===== src/rtl/dtp_pkg.sv =====
// ----------------------------------------------------------------------------
// dtp_pkg
// Shared types, codes and defaults of the DMX to pixel segment mapper.
// ----------------------------------------------------------------------------
package dtp_pkg;

    // parameter defaults
    localparam int LED_MAX_DEF   = 1024;
    localparam int SLOTS_DEF     = 512;
    localparam int UNIVERSES_DEF = 4;

    // depth of the command queue between front and back
    localparam int QUEUE_DEPTH = 4;

    // divider width (led total over segment total)
    localparam int DIV_W = 12;

    // configuration port widths
    localparam int CFG_IDX_W  = 3;
    localparam int CFG_DATA_W = 12;

    // register indexes
    localparam logic [CFG_IDX_W-1:0] REG_START_ADDRESS   = 3'd0;
    localparam logic [CFG_IDX_W-1:0] REG_CHANNELS_PER_SEG = 3'd1;
    localparam logic [CFG_IDX_W-1:0] REG_UNIVERSE_COUNT  = 3'd2;
    localparam logic [CFG_IDX_W-1:0] REG_SEG_TOTAL       = 3'd3;
    localparam logic [CFG_IDX_W-1:0] REG_LED_TOTAL       = 3'd4;
    localparam logic [CFG_IDX_W-1:0] REG_FAILSAFE_MODE   = 3'd5;

    // input function codes
    localparam logic [1:0] FUNC_FRAME    = 2'd0;
    localparam logic [1:0] FUNC_SLOT     = 2'd1;
    localparam logic [1:0] FUNC_FAILSAFE = 2'd2;

    // failsafe modes (anything else asks for a retransmit)
    localparam logic [1:0] FS_ZERO = 2'd0;
    localparam logic [1:0] FS_FULL = 2'd1;

    // result kinds
    localparam logic KIND_FILL = 1'b0;
    localparam logic KIND_RETX = 1'b1;

    // full intensity byte
    localparam logic [7:0] LEVEL_FULL = 8'hFF;

    // slot limits of channels per segment
    localparam logic [4:0] CPS_MIN = 5'd3;
    localparam logic [4:0] CPS_MAX = 5'd16;

    // register reset values
    localparam logic [9:0]  RST_START_ADDRESS = 10'd1;
    localparam logic [4:0]  RST_CPS           = 5'd3;
    localparam logic [2:0]  RST_UNIVERSES     = 3'd1;
    localparam logic [11:0] RST_SEGMENTS      = 12'd1;
    localparam logic [11:0] RST_PIXELS        = 12'd1;
    localparam logic [1:0]  RST_FAILSAFE      = 2'd2;

    typedef struct packed {
        logic [1:0] func;
        logic [1:0] universe;
        logic [8:0] slot;
        logic [7:0] value;
    } item_t;

    typedef struct packed {
        logic        kind;
        logic [9:0]  first_led;
        logic [10:0] led_count;
        logic [7:0]  red;
        logic [7:0]  green;
        logic [7:0]  blue;
        logic [7:0]  brightness;
    } result_t;

    typedef struct packed {
        logic [9:0]  start_address;
        logic [4:0]  seg_channels;
        logic [2:0]  universe_count;
        logic [11:0] seg_total;
        logic [11:0] led_total;
        logic [1:0]  failsafe_mode;
    } cfg_t;

    typedef enum logic [1:0] {
        OP_FRAME,
        OP_SLOT,
        OP_FAILSAFE
    } cmd_op_t;

    typedef struct packed {
        cmd_op_t    op;
        logic [1:0] universe;
        logic [8:0] slot;
        logic [7:0] value;
    } cmd_t;

endpackage


===== src/rtl/dtp_front.sv =====
// ----------------------------------------------------------------------------
// dtp_front
// Accepts input words, drops those that cannot cause anything, and hands
// classified commands to the queue through a one-entry holding register.
// ----------------------------------------------------------------------------
module dtp_front
    import dtp_pkg::*;
#(
    parameter int SLOTS     = SLOTS_DEF,
    parameter int UNIVERSES = UNIVERSES_DEF
)
(
    input  logic  clk,
    input  logic  rst_n,
    input  cfg_t  cfg,
    input  logic  push,
    input  item_t item,
    output logic  full,
    output logic  q_push,
    output cmd_t  q_data,
    input  logic  q_full
);

    logic       hold_valid_reg;
    logic       hold_valid_next;
    cmd_t       hold_reg;
    cmd_t       hold_next;
    logic       accept;
    logic       keep;
    logic       slot_ok;
    logic       univ_ok;
    logic       range_ok;
    logic       start_ok;
    logic [2:0] used_universes;
    cmd_t       cmd;

    // universe and slot window checks
    assign used_universes = (32'(cfg.universe_count) > UNIVERSES) ? 3'(UNIVERSES)
                                                                 : cfg.universe_count;
    assign univ_ok  = {1'b0, item.universe} < used_universes;
    assign range_ok = 32'(item.slot) < SLOTS;
    assign start_ok = (item.universe != 2'd0) ||
                      ((cfg.start_address != 10'd0) &&
                       ((10'(item.slot) + 10'd1) >= cfg.start_address));
    assign slot_ok  = univ_ok && range_ok && start_ok;

    // classify
    always_comb
    begin
        cmd.universe = item.universe;
        cmd.slot     = item.slot;
        cmd.value    = item.value;
        cmd.op       = OP_SLOT;
        keep         = 1'b0;
        case (item.func)
            FUNC_FRAME:
            begin
                cmd.op = OP_FRAME;
                keep   = 1'b1;
            end
            FUNC_SLOT:
            begin
                cmd.op = OP_SLOT;
                keep   = slot_ok;
            end
            FUNC_FAILSAFE:
            begin
                cmd.op = OP_FAILSAFE;
                keep   = 1'b1;
            end
            default:
            begin
                keep = 1'b0;
            end
        endcase
    end

    // handshake with the queue
    assign full   = hold_valid_reg && q_full;
    assign accept = push && !full;
    assign q_push = hold_valid_reg && !q_full;
    assign q_data = hold_reg;

    always_comb
    begin
        hold_next       = hold_reg;
        hold_valid_next = hold_valid_reg;
        if (q_push)
        begin
            hold_valid_next = 1'b0;
        end
        if (accept && keep)
        begin
            hold_valid_next = 1'b1;
            hold_next       = cmd;
        end
    end

    always_ff @(posedge clk or negedge rst_n)
    begin
        if (!rst_n)
        begin
            hold_valid_reg <= 1'b0;
        end
        else
        begin
            hold_valid_reg <= hold_valid_next;
        end
    end

    always_ff @(posedge clk)
    begin
        hold_reg <= hold_next;
    end

endmodule


===== src/rtl/dtp_fifo.sv =====
// ----------------------------------------------------------------------------
// dtp_fifo
// Short command queue that decouples the front from the back.
// ----------------------------------------------------------------------------
module dtp_fifo
    import dtp_pkg::*;
(
    input  logic clk,
    input  logic rst_n,
    input  logic push,
    input  cmd_t push_data,
    output logic full,
    input  logic pop,
    output cmd_t pop_data,
    output logic empty
);

    localparam int PTR_W = $clog2(QUEUE_DEPTH);
    localparam int CNT_W = $clog2(QUEUE_DEPTH + 1);

    cmd_t             entry_reg [QUEUE_DEPTH];
    logic [PTR_W-1:0] wr_ptr_reg;
    logic [PTR_W-1:0] wr_ptr_next;
    logic [PTR_W-1:0] rd_ptr_reg;
    logic [PTR_W-1:0] rd_ptr_next;
    logic [CNT_W-1:0] count_reg;
    logic [CNT_W-1:0] count_next;
    logic             do_push;
    logic             do_pop;

    assign full     = count_reg == CNT_W'(QUEUE_DEPTH);
    assign empty    = count_reg == '0;
    assign do_push  = push && !full;
    assign do_pop   = pop && !empty;
    assign pop_data = entry_reg[rd_ptr_reg];

    // pointer and fill count update
    always_comb
    begin
        wr_ptr_next = wr_ptr_reg;
        rd_ptr_next = rd_ptr_reg;
        count_next  = count_reg;
        if (do_push)
        begin
            wr_ptr_next = (32'(wr_ptr_reg) == QUEUE_DEPTH - 1) ? '0 : wr_ptr_reg + 1'b1;
        end
        if (do_pop)
        begin
            rd_ptr_next = (32'(rd_ptr_reg) == QUEUE_DEPTH - 1) ? '0 : rd_ptr_reg + 1'b1;
        end
        if (do_push && !do_pop)
        begin
            count_next = count_reg + 1'b1;
        end
        else if (do_pop && !do_push)
        begin
            count_next = count_reg - 1'b1;
        end
    end

    always_ff @(posedge clk or negedge rst_n)
    begin
        if (!rst_n)
        begin
            wr_ptr_reg <= '0;
            rd_ptr_reg <= '0;
            count_reg  <= '0;
        end
        else
        begin
            wr_ptr_reg <= wr_ptr_next;
            rd_ptr_reg <= rd_ptr_next;
            count_reg  <= count_next;
        end
    end

    // entry storage
    always_ff @(posedge clk)
    begin
        if (do_push)
        begin
            entry_reg[wr_ptr_reg] <= push_data;
        end
    end

endmodule


===== src/rtl/dtp_div.sv =====
// ----------------------------------------------------------------------------
// dtp_div
// Restoring divider, one quotient bit per cycle, for the segment size.
// ----------------------------------------------------------------------------
module dtp_div
    import dtp_pkg::*;
(
    input  logic             clk,
    input  logic             rst_n,
    input  logic             start,
    input  logic [DIV_W-1:0] dividend,
    input  logic [DIV_W-1:0] divisor,
    output logic             done,
    output logic [DIV_W-1:0] quotient
);

    localparam int CNT_W = $clog2(DIV_W);

    logic             busy_reg;
    logic             busy_next;
    logic             done_reg;
    logic             done_next;
    logic [CNT_W-1:0] cnt_reg;
    logic [CNT_W-1:0] cnt_next;
    logic [DIV_W-1:0] rem_reg;
    logic [DIV_W-1:0] rem_next;
    logic [DIV_W-1:0] quo_reg;
    logic [DIV_W-1:0] quo_next;
    logic [DIV_W-1:0] dvs_reg;
    logic [DIV_W-1:0] dvs_next;
    logic [DIV_W:0]   shifted;
    logic [DIV_W:0]   diff;

    // one trial subtraction
    assign shifted = {rem_reg, quo_reg[DIV_W-1]};
    assign diff    = shifted - {1'b0, dvs_reg};

    always_comb
    begin
        busy_next = busy_reg;
        done_next = 1'b0;
        cnt_next  = cnt_reg;
        rem_next  = rem_reg;
        quo_next  = quo_reg;
        dvs_next  = dvs_reg;
        if (start)
        begin
            busy_next = 1'b1;
            cnt_next  = '0;
            rem_next  = '0;
            quo_next  = dividend;
            dvs_next  = divisor;
        end
        else if (busy_reg)
        begin
            rem_next = diff[DIV_W] ? shifted[DIV_W-1:0] : diff[DIV_W-1:0];
            quo_next = {quo_reg[DIV_W-2:0], ~diff[DIV_W]};
            cnt_next = cnt_reg + 1'b1;
            if (32'(cnt_reg) == DIV_W - 1)
            begin
                busy_next = 1'b0;
                done_next = 1'b1;
            end
        end
    end

    always_ff @(posedge clk or negedge rst_n)
    begin
        if (!rst_n)
        begin
            busy_reg <= 1'b0;
            done_reg <= 1'b0;
            cnt_reg  <= '0;
        end
        else
        begin
            busy_reg <= busy_next;
            done_reg <= done_next;
            cnt_reg  <= cnt_next;
        end
    end

    always_ff @(posedge clk)
    begin
        rem_reg <= rem_next;
        quo_reg <= quo_next;
        dvs_reg <= dvs_next;
    end

    assign done     = done_reg;
    assign quotient = quo_reg;

endmodule


===== src/rtl/dtp_back.sv =====
// ----------------------------------------------------------------------------
// dtp_back
// Carries out queued commands: frame setup, segment mapping and failsafe,
// and holds the result word until it is popped.
// ----------------------------------------------------------------------------
module dtp_back
    import dtp_pkg::*;
#(
    parameter int LED_MAX = LED_MAX_DEF,
    parameter int SLOTS   = SLOTS_DEF
)
(
    input  logic    clk,
    input  logic    rst_n,
    input  cfg_t    cfg,
    input  logic    q_empty,
    input  cmd_t    q_data,
    output logic    q_pop,
    output logic    empty,
    input  logic    pop,
    output result_t result
);

    localparam int LIM_W = $clog2(LED_MAX + 1);

    typedef enum logic [1:0] {
        ST_IDLE,
        ST_EXEC,
        ST_DIV
    } state_t;

    state_t           state_reg;
    state_t           state_next;
    cmd_t             cmd_reg;
    cmd_t             cmd_next;
    logic             out_valid_reg;
    logic             out_valid_next;
    result_t          out_reg;
    result_t          out_next;
    logic [11:0]      seg_size_reg;
    logic [11:0]      seg_size_next;
    logic [LIM_W-1:0] led_limit_reg;
    logic [LIM_W-1:0] led_limit_next;
    logic [LIM_W-1:0] led_index_reg;
    logic [LIM_W-1:0] led_index_next;
    logic [11:0]      seg_index_reg;
    logic [11:0]      seg_index_next;
    logic [3:0]       pos_reg;
    logic [3:0]       pos_next;
    logic [1:0]       cur_univ_reg;
    logic [1:0]       cur_univ_next;
    logic             univ_active_reg;
    logic             univ_active_next;
    logic [7:0]       red_hold_reg;
    logic [7:0]       red_hold_next;
    logic [7:0]       green_hold_reg;
    logic [7:0]       green_hold_next;

    logic             out_pop;
    logic             out_free;
    logic             div_start;
    logic             div_done;
    logic [11:0]      div_quotient;
    logic             frame_clear;
    logic [LIM_W-1:0] limit_val;
    logic [4:0]       cps;
    logic             new_univ;
    logic [3:0]       pos_cur;
    logic [3:0]       pos_after;
    logic             seg_fits;
    logic             seg_go;
    logic [LIM_W-1:0] room;
    logic [LIM_W-1:0] fill_count;

    dtp_div u_div (
        .clk      (clk),
        .rst_n    (rst_n),
        .start    (div_start),
        .dividend (cfg.led_total),
        .divisor  (cfg.seg_total),
        .done     (div_done),
        .quotient (div_quotient)
    );

    // output register handshake
    assign empty    = !out_valid_reg;
    assign result   = out_reg;
    assign out_pop  = pop && out_valid_reg;
    assign out_free = !out_valid_reg || out_pop;
    assign q_pop    = (state_reg == ST_IDLE) && !q_empty && out_free;

    // frame setup terms
    assign frame_clear = (cfg.seg_total == 12'd0) || (cfg.led_total == 12'd0);
    assign limit_val   = (32'(cfg.led_total) > LED_MAX) ? LIM_W'(LED_MAX)
                                                        : LIM_W'(cfg.led_total);

    // segment position tracking
    assign cps = (cfg.seg_channels < CPS_MIN) ? CPS_MIN :
                 (cfg.seg_channels > CPS_MAX) ? CPS_MAX :
                 cfg.seg_channels;
    assign new_univ  = !univ_active_reg || (cmd_reg.universe != cur_univ_reg);
    assign pos_cur   = new_univ ? 4'd0 : pos_reg;
    assign pos_after = (({1'b0, pos_cur} + 5'd1) >= cps) ? 4'd0 : pos_cur + 4'd1;

    // segment emission terms
    assign seg_fits = (cmd_reg.slot >= 9'd2) &&
                      ((32'(cmd_reg.slot) + 32'(cps)) <= (SLOTS + 2));
    assign seg_go   = seg_fits && (seg_index_reg < cfg.seg_total) &&
                      (led_index_reg < led_limit_reg);
    assign room       = led_limit_reg - led_index_reg;
    assign fill_count = (32'(seg_size_reg) < 32'(room)) ? LIM_W'(seg_size_reg) : room;

    // command sequencing
    always_comb
    begin
        state_next       = state_reg;
        cmd_next         = cmd_reg;
        out_next         = out_reg;
        out_valid_next   = out_pop ? 1'b0 : out_valid_reg;
        seg_size_next    = seg_size_reg;
        led_limit_next   = led_limit_reg;
        led_index_next   = led_index_reg;
        seg_index_next   = seg_index_reg;
        pos_next         = pos_reg;
        cur_univ_next    = cur_univ_reg;
        univ_active_next = univ_active_reg;
        red_hold_next    = red_hold_reg;
        green_hold_next  = green_hold_reg;
        div_start        = 1'b0;
        case (state_reg)
            ST_IDLE:
            begin
                if (q_pop)
                begin
                    cmd_next   = q_data;
                    state_next = ST_EXEC;
                end
            end
            ST_EXEC:
            begin
                state_next = ST_IDLE;
                case (cmd_reg.op)
                    OP_FRAME:
                    begin
                        led_index_next   = '0;
                        seg_index_next   = '0;
                        pos_next         = '0;
                        cur_univ_next    = '0;
                        univ_active_next = 1'b0;
                        if (frame_clear)
                        begin
                            seg_size_next  = '0;
                            led_limit_next = '0;
                            out_valid_next = 1'b1;
                            out_next       = '{KIND_FILL, 10'd0, 11'(LED_MAX),
                                               8'd0, 8'd0, 8'd0, 8'd0};
                        end
                        else
                        begin
                            led_limit_next = limit_val;
                            div_start      = 1'b1;
                            state_next     = ST_DIV;
                        end
                    end
                    OP_SLOT:
                    begin
                        univ_active_next = 1'b1;
                        cur_univ_next    = cmd_reg.universe;
                        pos_next         = pos_after;
                        if (pos_cur == 4'd0)
                        begin
                            red_hold_next = cmd_reg.value;
                        end
                        else if (pos_cur == 4'd1)
                        begin
                            green_hold_next = cmd_reg.value;
                        end
                        else if ((pos_cur == 4'd2) && seg_go)
                        begin
                            seg_index_next = seg_index_reg + 12'd1;
                            if (fill_count != '0)
                            begin
                                led_index_next = led_index_reg + fill_count;
                                out_valid_next = 1'b1;
                                out_next       = '{KIND_FILL, 10'(led_index_reg),
                                                   11'(fill_count), red_hold_reg,
                                                   green_hold_reg, cmd_reg.value,
                                                   LEVEL_FULL};
                            end
                        end
                    end
                    OP_FAILSAFE:
                    begin
                        out_valid_next = 1'b1;
                        case (cfg.failsafe_mode)
                            FS_ZERO:
                            begin
                                out_next = '{KIND_FILL, 10'd0, 11'(LED_MAX),
                                             8'd0, 8'd0, 8'd0, 8'd0};
                            end
                            FS_FULL:
                            begin
                                out_next = '{KIND_FILL, 10'd0, 11'(LED_MAX), LEVEL_FULL,
                                             LEVEL_FULL, LEVEL_FULL, LEVEL_FULL};
                            end
                            default:
                            begin
                                out_next = '{KIND_RETX, 10'd0, 11'd0,
                                             8'd0, 8'd0, 8'd0, 8'd0};
                            end
                        endcase
                    end
                    default:
                    begin
                        state_next = ST_IDLE;
                    end
                endcase
            end
            ST_DIV:
            begin
                if (div_done)
                begin
                    seg_size_next = div_quotient;
                    state_next    = ST_IDLE;
                end
            end
            default:
            begin
                state_next = ST_IDLE;
            end
        endcase
    end

    // state, mapping registers and result word
    always_ff @(posedge clk or negedge rst_n)
    begin
        if (!rst_n)
        begin
            state_reg       <= ST_IDLE;
            cmd_reg         <= '0;
            out_valid_reg   <= 1'b0;
            out_reg         <= '0;
            seg_size_reg    <= '0;
            led_limit_reg   <= '0;
            led_index_reg   <= '0;
            seg_index_reg   <= '0;
            pos_reg         <= '0;
            cur_univ_reg    <= '0;
            univ_active_reg <= 1'b0;
            red_hold_reg    <= '0;
            green_hold_reg  <= '0;
        end
        else
        begin
            state_reg       <= state_next;
            cmd_reg         <= cmd_next;
            out_valid_reg   <= out_valid_next;
            out_reg         <= out_next;
            seg_size_reg    <= seg_size_next;
            led_limit_reg   <= led_limit_next;
            led_index_reg   <= led_index_next;
            seg_index_reg   <= seg_index_next;
            pos_reg         <= pos_next;
            cur_univ_reg    <= cur_univ_next;
            univ_active_reg <= univ_active_next;
            red_hold_reg    <= red_hold_next;
            green_hold_reg  <= green_hold_next;
        end
    end

endmodule


===== src/rtl/dmx_to_pixel_segment_mapper.sv =====
// ----------------------------------------------------------------------------
// dmx_to_pixel_segment_mapper
// Maps DMX slot bytes onto runs of LED pixels as fill commands.
// ----------------------------------------------------------------------------
//
//  channel   handshake            word
//  -------   ------------------   ------------------------------------------
//  input     push / full          item   (func, universe, slot, value)
//  result    empty / pop          result (kind, first_led, led_count, rgb, bri)
//  config    cfg_valid/cfg_ready  cfg_index, cfg_data (always ready)
//
//  A slot byte or failsafe event passes the back end as a queue pop plus
//  an execute step. A frame start with segments also waits for the
//  one-bit-per-cycle segment size divider.
//  Ignored words are dropped at the front and never reach the queue.
//  Reset clears control and mapping state at once; there is no clearing pass.
//  The front and a short queue keep accepting while a result waits in the
//  output register.
//
module dmx_to_pixel_segment_mapper
    import dtp_pkg::*;
#(
    parameter int LED_MAX   = LED_MAX_DEF,
    parameter int SLOTS     = SLOTS_DEF,
    parameter int UNIVERSES = UNIVERSES_DEF
)
(
    input  logic                  clk,
    input  logic                  rst_n,
    input  logic                  push,
    output logic                  full,
    input  item_t                 item,
    output logic                  empty,
    input  logic                  pop,
    output result_t               result,
    input  logic                  cfg_valid,
    output logic                  cfg_ready,
    input  logic [CFG_IDX_W-1:0]  cfg_index,
    input  logic [CFG_DATA_W-1:0] cfg_data
);

    cfg_t cfg_reg;
    cfg_t cfg_next;
    logic q_push;
    cmd_t q_push_data;
    logic q_full;
    logic q_pop;
    cmd_t q_pop_data;
    logic q_empty;

    // configuration registers
    assign cfg_ready = 1'b1;

    always_comb
    begin
        cfg_next = cfg_reg;
        if (cfg_valid)
        begin
            case (cfg_index)
                REG_START_ADDRESS:    cfg_next.start_address  = cfg_data[9:0];
                REG_CHANNELS_PER_SEG: cfg_next.seg_channels   = cfg_data[4:0];
                REG_UNIVERSE_COUNT:   cfg_next.universe_count = cfg_data[2:0];
                REG_SEG_TOTAL:        cfg_next.seg_total      = cfg_data[11:0];
                REG_LED_TOTAL:        cfg_next.led_total      = cfg_data[11:0];
                REG_FAILSAFE_MODE:    cfg_next.failsafe_mode  = cfg_data[1:0];
                default:              cfg_next = cfg_reg;
            endcase
        end
    end

    always_ff @(posedge clk or negedge rst_n)
    begin
        if (!rst_n)
        begin
            cfg_reg <= '{RST_START_ADDRESS, RST_CPS, RST_UNIVERSES,
                         RST_SEGMENTS, RST_PIXELS, RST_FAILSAFE};
        end
        else
        begin
            cfg_reg <= cfg_next;
        end
    end

    // front end: accept and classify
    dtp_front #(
        .SLOTS     (SLOTS),
        .UNIVERSES (UNIVERSES)
    ) u_front (
        .clk    (clk),
        .rst_n  (rst_n),
        .cfg    (cfg_reg),
        .push   (push),
        .item   (item),
        .full   (full),
        .q_push (q_push),
        .q_data (q_push_data),
        .q_full (q_full)
    );

    // command queue
    dtp_fifo u_fifo (
        .clk       (clk),
        .rst_n     (rst_n),
        .push      (q_push),
        .push_data (q_push_data),
        .full      (q_full),
        .pop       (q_pop),
        .pop_data  (q_pop_data),
        .empty     (q_empty)
    );

    // back end: execute and hold the result
    dtp_back #(
        .LED_MAX (LED_MAX),
        .SLOTS   (SLOTS)
    ) u_back (
        .clk     (clk),
        .rst_n   (rst_n),
        .cfg     (cfg_reg),
        .q_empty (q_empty),
        .q_data  (q_pop_data),
        .q_pop   (q_pop),
        .empty   (empty),
        .pop     (pop),
        .result  (result)
    );

endmodule


===== config.mk =====
export PLATFORM = sky130hd
export DESIGN_NAME = dmx_to_pixel_segment_mapper
export DESIGN_NICKNAME = d
export VERILOG_FILES = /design/src/rtl/dtp_pkg.sv /design/src/rtl/dtp_front.sv /design/src/rtl/dtp_fifo.sv /design/src/rtl/dtp_div.sv /design/src/rtl/dtp_back.sv /design/src/rtl/dmx_to_pixel_segment_mapper.sv
export SDC_FILE = /design/constraint.sdc
export NUM_CORES = 1
export LEC_CHECK = 0
export BUFFER_PORTS_ARGS = -buffer_cell sky130_fd_sc_hd__buf_2
export CAP_MARGIN = 0
export CORE_MARGIN = 2
export CORE_UTILIZATION = 40
export CTS_CLUSTER_SIZE = 40
export DETAILED_ROUTE_END_ITERATION = 10
export GPL_ROUTABILITY_DRIVEN = 0
export PLACE_DENSITY = 0.66
export SETUP_SLACK_MARGIN = 0.2
export SLEW_MARGIN = 0
export SYNTH_ARGS = -nofsm -noshare
export SYNTH_HDL_FRONTEND = slang
export SYNTH_SLANG_ARGS = --single-unit

===== constraint.sdc =====
create_clock -name clk -period 14 [get_ports clk]
set_input_delay 0 -clock clk [delete_from_list [all_inputs] [get_ports clk]]
set_output_delay 0 -clock clk [all_outputs]
set_load 0.05 [all_outputs]

==> flow_results.xml <==
<?xml version="1.0" encoding="UTF-8"?>
<metrics>
  <group name="timing">
    <metric name="hold_viol_final" unit="">0</metric>
    <metric name="actual_slew_at_the_worst_max_slew_pin" unit="ps">1190</metric>
    <metric name="final-setup-viol-count" unit="">0</metric>
    <metric name="min_period" unit="ps">6610</metric>
    <metric name="fin_ws" unit="ps">7390</metric>
    <metric name="timing_max_transition_violations_final" unit="">0</metric>
    <metric name="timing.fmax" unit="MHz">151</metric>
    <metric name="timing.clock.skew" unit="ps">15.3</metric>
    <metric name="layout_worst_path_cycle_share" unit="">0.472</metric>
    <metric name="max_slew_margin" unit="">0.205</metric>
    <metric name="rsz0062_at_grt" unit="">false</metric>
    <metric name="setup_tns_final" unit="ps">0</metric>
  </group>
  <group name="clock_network">
    <metric name="clk_path_buf_depth" unit="">3</metric>
    <metric name="clk_pin_slew_worst_paths" unit="ps">60</metric>
    <metric name="tritoncts.num_buffers" unit="">36</metric>
    <metric name="cts.sink_count" unit="">339</metric>
    <metric name="htree_depth" unit="">2</metric>
    <metric name="post_cts_resize_count" unit="">0</metric>
    <metric name="cts_tree" unit="">built</metric>
    <metric name="cts-root-buf" unit="">sky130_fd_sc_hd__clkbuf_16</metric>
    <metric name="cts_setup_buffers" unit="">0</metric>
    <metric name="insertion_delay" unit="ps">530</metric>
  </group>
  <group name="final_layout">
    <metric name="end_of_flow_core_utilization" unit="">0.469</metric>
    <metric name="largest_register_ffs" unit="">84</metric>
    <metric name="post_layout_nonfiller_instances" unit="">2051</metric>
    <metric name="combined_area_of_the_multi_input_logic_cells" unit="sq um">7050</metric>
    <metric name="n_fill_cell" unit="">3634</metric>
    <metric name="fraction_of_layout_cells_with_a_size_suffix_above_1" unit="">0.203</metric>
    <metric name="num_antenna_cells" unit="">0</metric>
    <metric name="layout.nets" unit="">1629</metric>
    <metric name="syn2layout_area_growth" unit="%">15.4</metric>
    <metric name="area.sequential" unit="sq um">9080</metric>
  </group>
  <group name="yosys">
    <metric name="postSynthNetCount" unit="">1503</metric>
    <metric name="netlist_instances" unit="">1365</metric>
    <metric name="synth.top_cells.by_area" unit="">sky130_fd_sc_hd__dfrtp_1 29%, sky130_fd_sc_hd__edfxtp_1 23%, sky130_fd_sc_hd__ha_1 6.9%</metric>
    <metric name="ys_ff_latch" unit="">339</metric>
    <metric name="post-synth-top-count-cell" unit="">sky130_fd_sc_hd__dfrtp_1</metric>
    <metric name="synth.avg_cell_area" unit="sq um">12.2</metric>
    <metric name="count_of_warnings_emitted_by_yosys" unit="">0</metric>
    <metric name="number_of_flops_mapped_to_enable_cells_by_yosys" unit="">129</metric>
    <metric name="yosysTopAreaCellShare" unit="">0.286</metric>
    <metric name="synth-async-reset-ratio" unit="">0.584</metric>
    <metric name="synth_ff_type" unit="">sky130_fd_sc_hd__dfrtp_1</metric>
    <metric name="synthDistinctLibCells" unit="">74</metric>
    <metric name="yosysSeqAreaShare" unit="">0.544</metric>
    <metric name="synth_top_cells_by_count" unit="">191 x sky130_fd_sc_hd__dfrtp_1, 129 x sky130_fd_sc_hd__edfxtp_1, 113 x sky130_fd_sc_hd__nand2_1, 92 x sky130_fd_sc_hd__ha_1, 85 x sky130_fd_sc_hd__mux2_2</metric>
    <metric name="synth_area" unit="sq um">16700</metric>
    <metric name="yosysTopAreaCell" unit="">sky130_fd_sc_hd__dfrtp_1</metric>
  </group>
  <group name="detailed_routing">
    <metric name="antenna_violating_nets_post_route" unit="">0</metric>
    <metric name="drc" unit="">0</metric>
    <metric name="wire_per_inst" unit="um">18.2</metric>
    <metric name="drt_first_pass_iters" unit="">5</metric>
    <metric name="detail_route.iter0.violations" unit="">843</metric>
    <metric name="postRouteWirelength" unit="um">37300</metric>
    <metric name="detailroute.via_count" unit="">11100</metric>
    <metric name="via_per_inst" unit="">5.39</metric>
  </group>
  <group name="power">
    <metric name="power.total" unit="uW">4210</metric>
    <metric name="power_leakage" unit="uW">0.00839</metric>
    <metric name="power_per_cell_area" unit="nW/um^2">219</metric>
    <metric name="irDropWorstVdd" unit="V">0.0000901</metric>
  </group>
  <group name="grt">
    <metric name="vias_in_the_first_global_route" unit="">11000</metric>
    <metric name="global_route.overflow_total" unit="">0</metric>
    <metric name="antenna_found_initial" unit="">0</metric>
    <metric name="grtUsageTotal" unit="">0.172</metric>
    <metric name="pin_count_of_the_biggest_net_entering_global_routing" unit="">75</metric>
    <metric name="grt_first_pass_wirelength" unit="um">60100</metric>
  </group>
  <group name="worst_hold_path">
    <metric name="worst_hold_path_type" unit="">in -&gt; async</metric>
  </group>
  <group name="floorplan">
    <metric name="die-height" unit="um">208</metric>
    <metric name="fp-row-count" unit="">74</metric>
    <metric name="core_area" unit="sq um">41000</metric>
    <metric name="floorplan.initialDensity" unit="">0.407</metric>
    <metric name="die_x" unit="um">208</metric>
    <metric name="dieArea" unit="sq um">43400</metric>
    <metric name="io_pins" unit="">98</metric>
  </group>
  <group name="placed_design">
    <metric name="portBuffers" unit="">96</metric>
    <metric name="place_hpwl" unit="um">25900</metric>
    <metric name="dp_cell_count" unit="">1947</metric>
    <metric name="dp_worst_setup_slack" unit="ps">7450</metric>
  </group>
  <group name="worst_setup_path">
    <metric name="cp_data_arrival_time" unit="ps">7030</metric>
    <metric name="cp-end-kind" unit="">register</metric>
    <metric name="timing.critical_path.from_type" unit="">register</metric>
    <metric name="critPathKind" unit="">reg -&gt; reg</metric>
    <metric name="critPathBufInv" unit="">3</metric>
    <metric name="timing.critical_path.max_delay_family" unit="">compound AO/OA/AOI/OAI gates</metric>
    <metric name="critPathMaxFanout" unit="">17</metric>
    <metric name="delay_contributed_by_the_slowest_stage_of_the_critical_path" unit="ps">520</metric>
    <metric name="endpoint_required_time_on_the_critical_path" unit="ps">14420</metric>
    <metric name="cpMaxStageDelayCell" unit="">sky130_fd_sc_hd__or4_1</metric>
  </group>
  <group name="flow_run">
    <metric name="maxCapViolCount" unit="">0</metric>
  </group>
  <group name="status">
    <metric name="outcome" unit="">completed</metric>
  </group>
</metrics>
[metal layers]
metal  GRT usage  share of wire
met2       0.271           0.45
met4      0.0479          0.022
met1       0.252           0.48
met5           0              0
met3      0.0207          0.043
[cells by family (layout without fill, tap and decap cells)]
group | count (synthesis) | in the layout | share of synthesized area
buffers and inverters | 142 | 296 | 0.0353
and+or+nand+nor | 327 | 327 | 0.0945
muxes | 142 | 142 | 0.113
xor gates and xnor gates | 48 | 48 | 0.0252
other | 1 | 1 | 0.000225
adders and majority gates | 97 | 97 | 0.0750
AOI/OAI and AO/OA | 269 | 269 | 0.112
DFF | 339 | 339 | 0.544
[area by class of cell]
cell class / instances / share of cell area
sequential: 339 / 0.471
tap: 532 / 0.0346
multi-input combinational: 884 / 0.366
clock inverter: 9 / 0.00370
inverter: 83 / 0.0162
timing repair buffer: 147 / 0.0502
clock buffer: 57 / 0.0578
[worst reg2reg max path, cell delays in order (launching register included)]
cell and delay [ps]:
sky130_fd_sc_hd__dfrtp_1 400, sky130_fd_sc_hd__inv_1 180, sky130_fd_sc_hd__ha_1 280, sky130_fd_sc_hd__nor2b_1 150, sky130_fd_sc_hd__o2111ai_1 320, sky130_fd_sc_hd__a21oi_1 150, sky130_fd_sc_hd__o31ai_1 260, sky130_fd_sc_hd__xnor2_1 250
sky130_fd_sc_hd__inv_1 130, sky130_fd_sc_hd__ha_1 290, sky130_fd_sc_hd__nand4_1 110, sky130_fd_sc_hd__or3_1 380, sky130_fd_sc_hd__a21oi_1 160, sky130_fd_sc_hd__or4_1 520, sky130_fd_sc_hd__nor2_1 100, sky130_fd_sc_hd__a21oi_1 230
sky130_fd_sc_hd__ha_1 220, sky130_fd_sc_hd__inv_1 60, sky130_fd_sc_hd__fa_1 410, sky130_fd_sc_hd__nor2b_1 170, sky130_fd_sc_hd__o2111ai_1 150, sky130_fd_sc_hd__a31oi_1 230, sky130_fd_sc_hd__a31oi_1 210, sky130_fd_sc_hd__mux2i_1 200
sky130_fd_sc_hd__o22ai_1 90, sky130_fd_sc_hd__o21ai_0 290, sky130_fd_sc_hd__mux2_2 370, sky130_fd_sc_hd__a22o_1 180
[power breakdown]
| group | internal (uW) | switching, uW | total (uW) |
|---|---|---|---|
| registers | 1310 | 220 | 1530 |
| clock network | 564 | 387 | 951 |
| logic | 745 | 990 | 1740 |
| total | 2620 | 1600 | 4210 |
[repair_timing]
action	CTS	global route
endpoints found under the setup margin	0	0
endpoints found under the hold margin	125	0
hold buffers	38	0
[cell usage in the layout, fill, tap and decap left out, types with 38 or more instances in the layout]
cell type / count
sky130_fd_sc_hd__clkbuf_16: 38
sky130_fd_sc_hd__buf_2: 95
sky130_fd_sc_hd__a22o_1: 55
sky130_fd_sc_hd__nor2_1: 68
sky130_fd_sc_hd__edfxtp_1: 129
sky130_fd_sc_hd__ha_1: 91
sky130_fd_sc_hd__dfrtp_1: 191
sky130_fd_sc_hd__a21oi_1: 39
sky130_fd_sc_hd__inv_1: 82
sky130_fd_sc_hd__dlygate4sd3_1: 38
sky130_fd_sc_hd__o21ai_0: 64
sky130_fd_sc_hd__nand2_1: 113
sky130_fd_sc_hd__mux2_2: 85
[path summary, 6_finish.rpt]
kind | cells after the start | to | start | slack (ps)
max | 27 | u_back.led_index_reg[10]$_DFFE_PN0P_ | u_back.led_index_reg[1]$_DFFE_PN0P_ | 7390
min | 2 | cfg_reg[36]$_DFFE_PN0P_ | rst_n | 10
max reg2reg | 27 | u_back.led_index_reg[10]$_DFFE_PN0P_ | u_back.led_index_reg[1]$_DFFE_PN0P_ | 7390
min reg2reg | 1 | u_back.seg_size_reg[8]$_DFFE_PN0P_ | u_back.u_div.quotient[8]$_DFFE_PP_ | 490
max in group asynchronous | 4 | u_back.red_hold_reg[5]$_DFFE_PN0P_ | rst_n | 11830
min in group clk | 3 | u_back.out_valid_reg$_DFF_PN0_ | pop | 50
[per-stage QoR]
step	hold slack, ps	instance area, sq um
after floorplan	-296	16700
after global placement	14.8	17700
after detailed placement	20.9	17700
after CTS	21.0	19300
after global routing	67.8	19300
final	11.1	19300
Power figures use the tool's default switching activity.
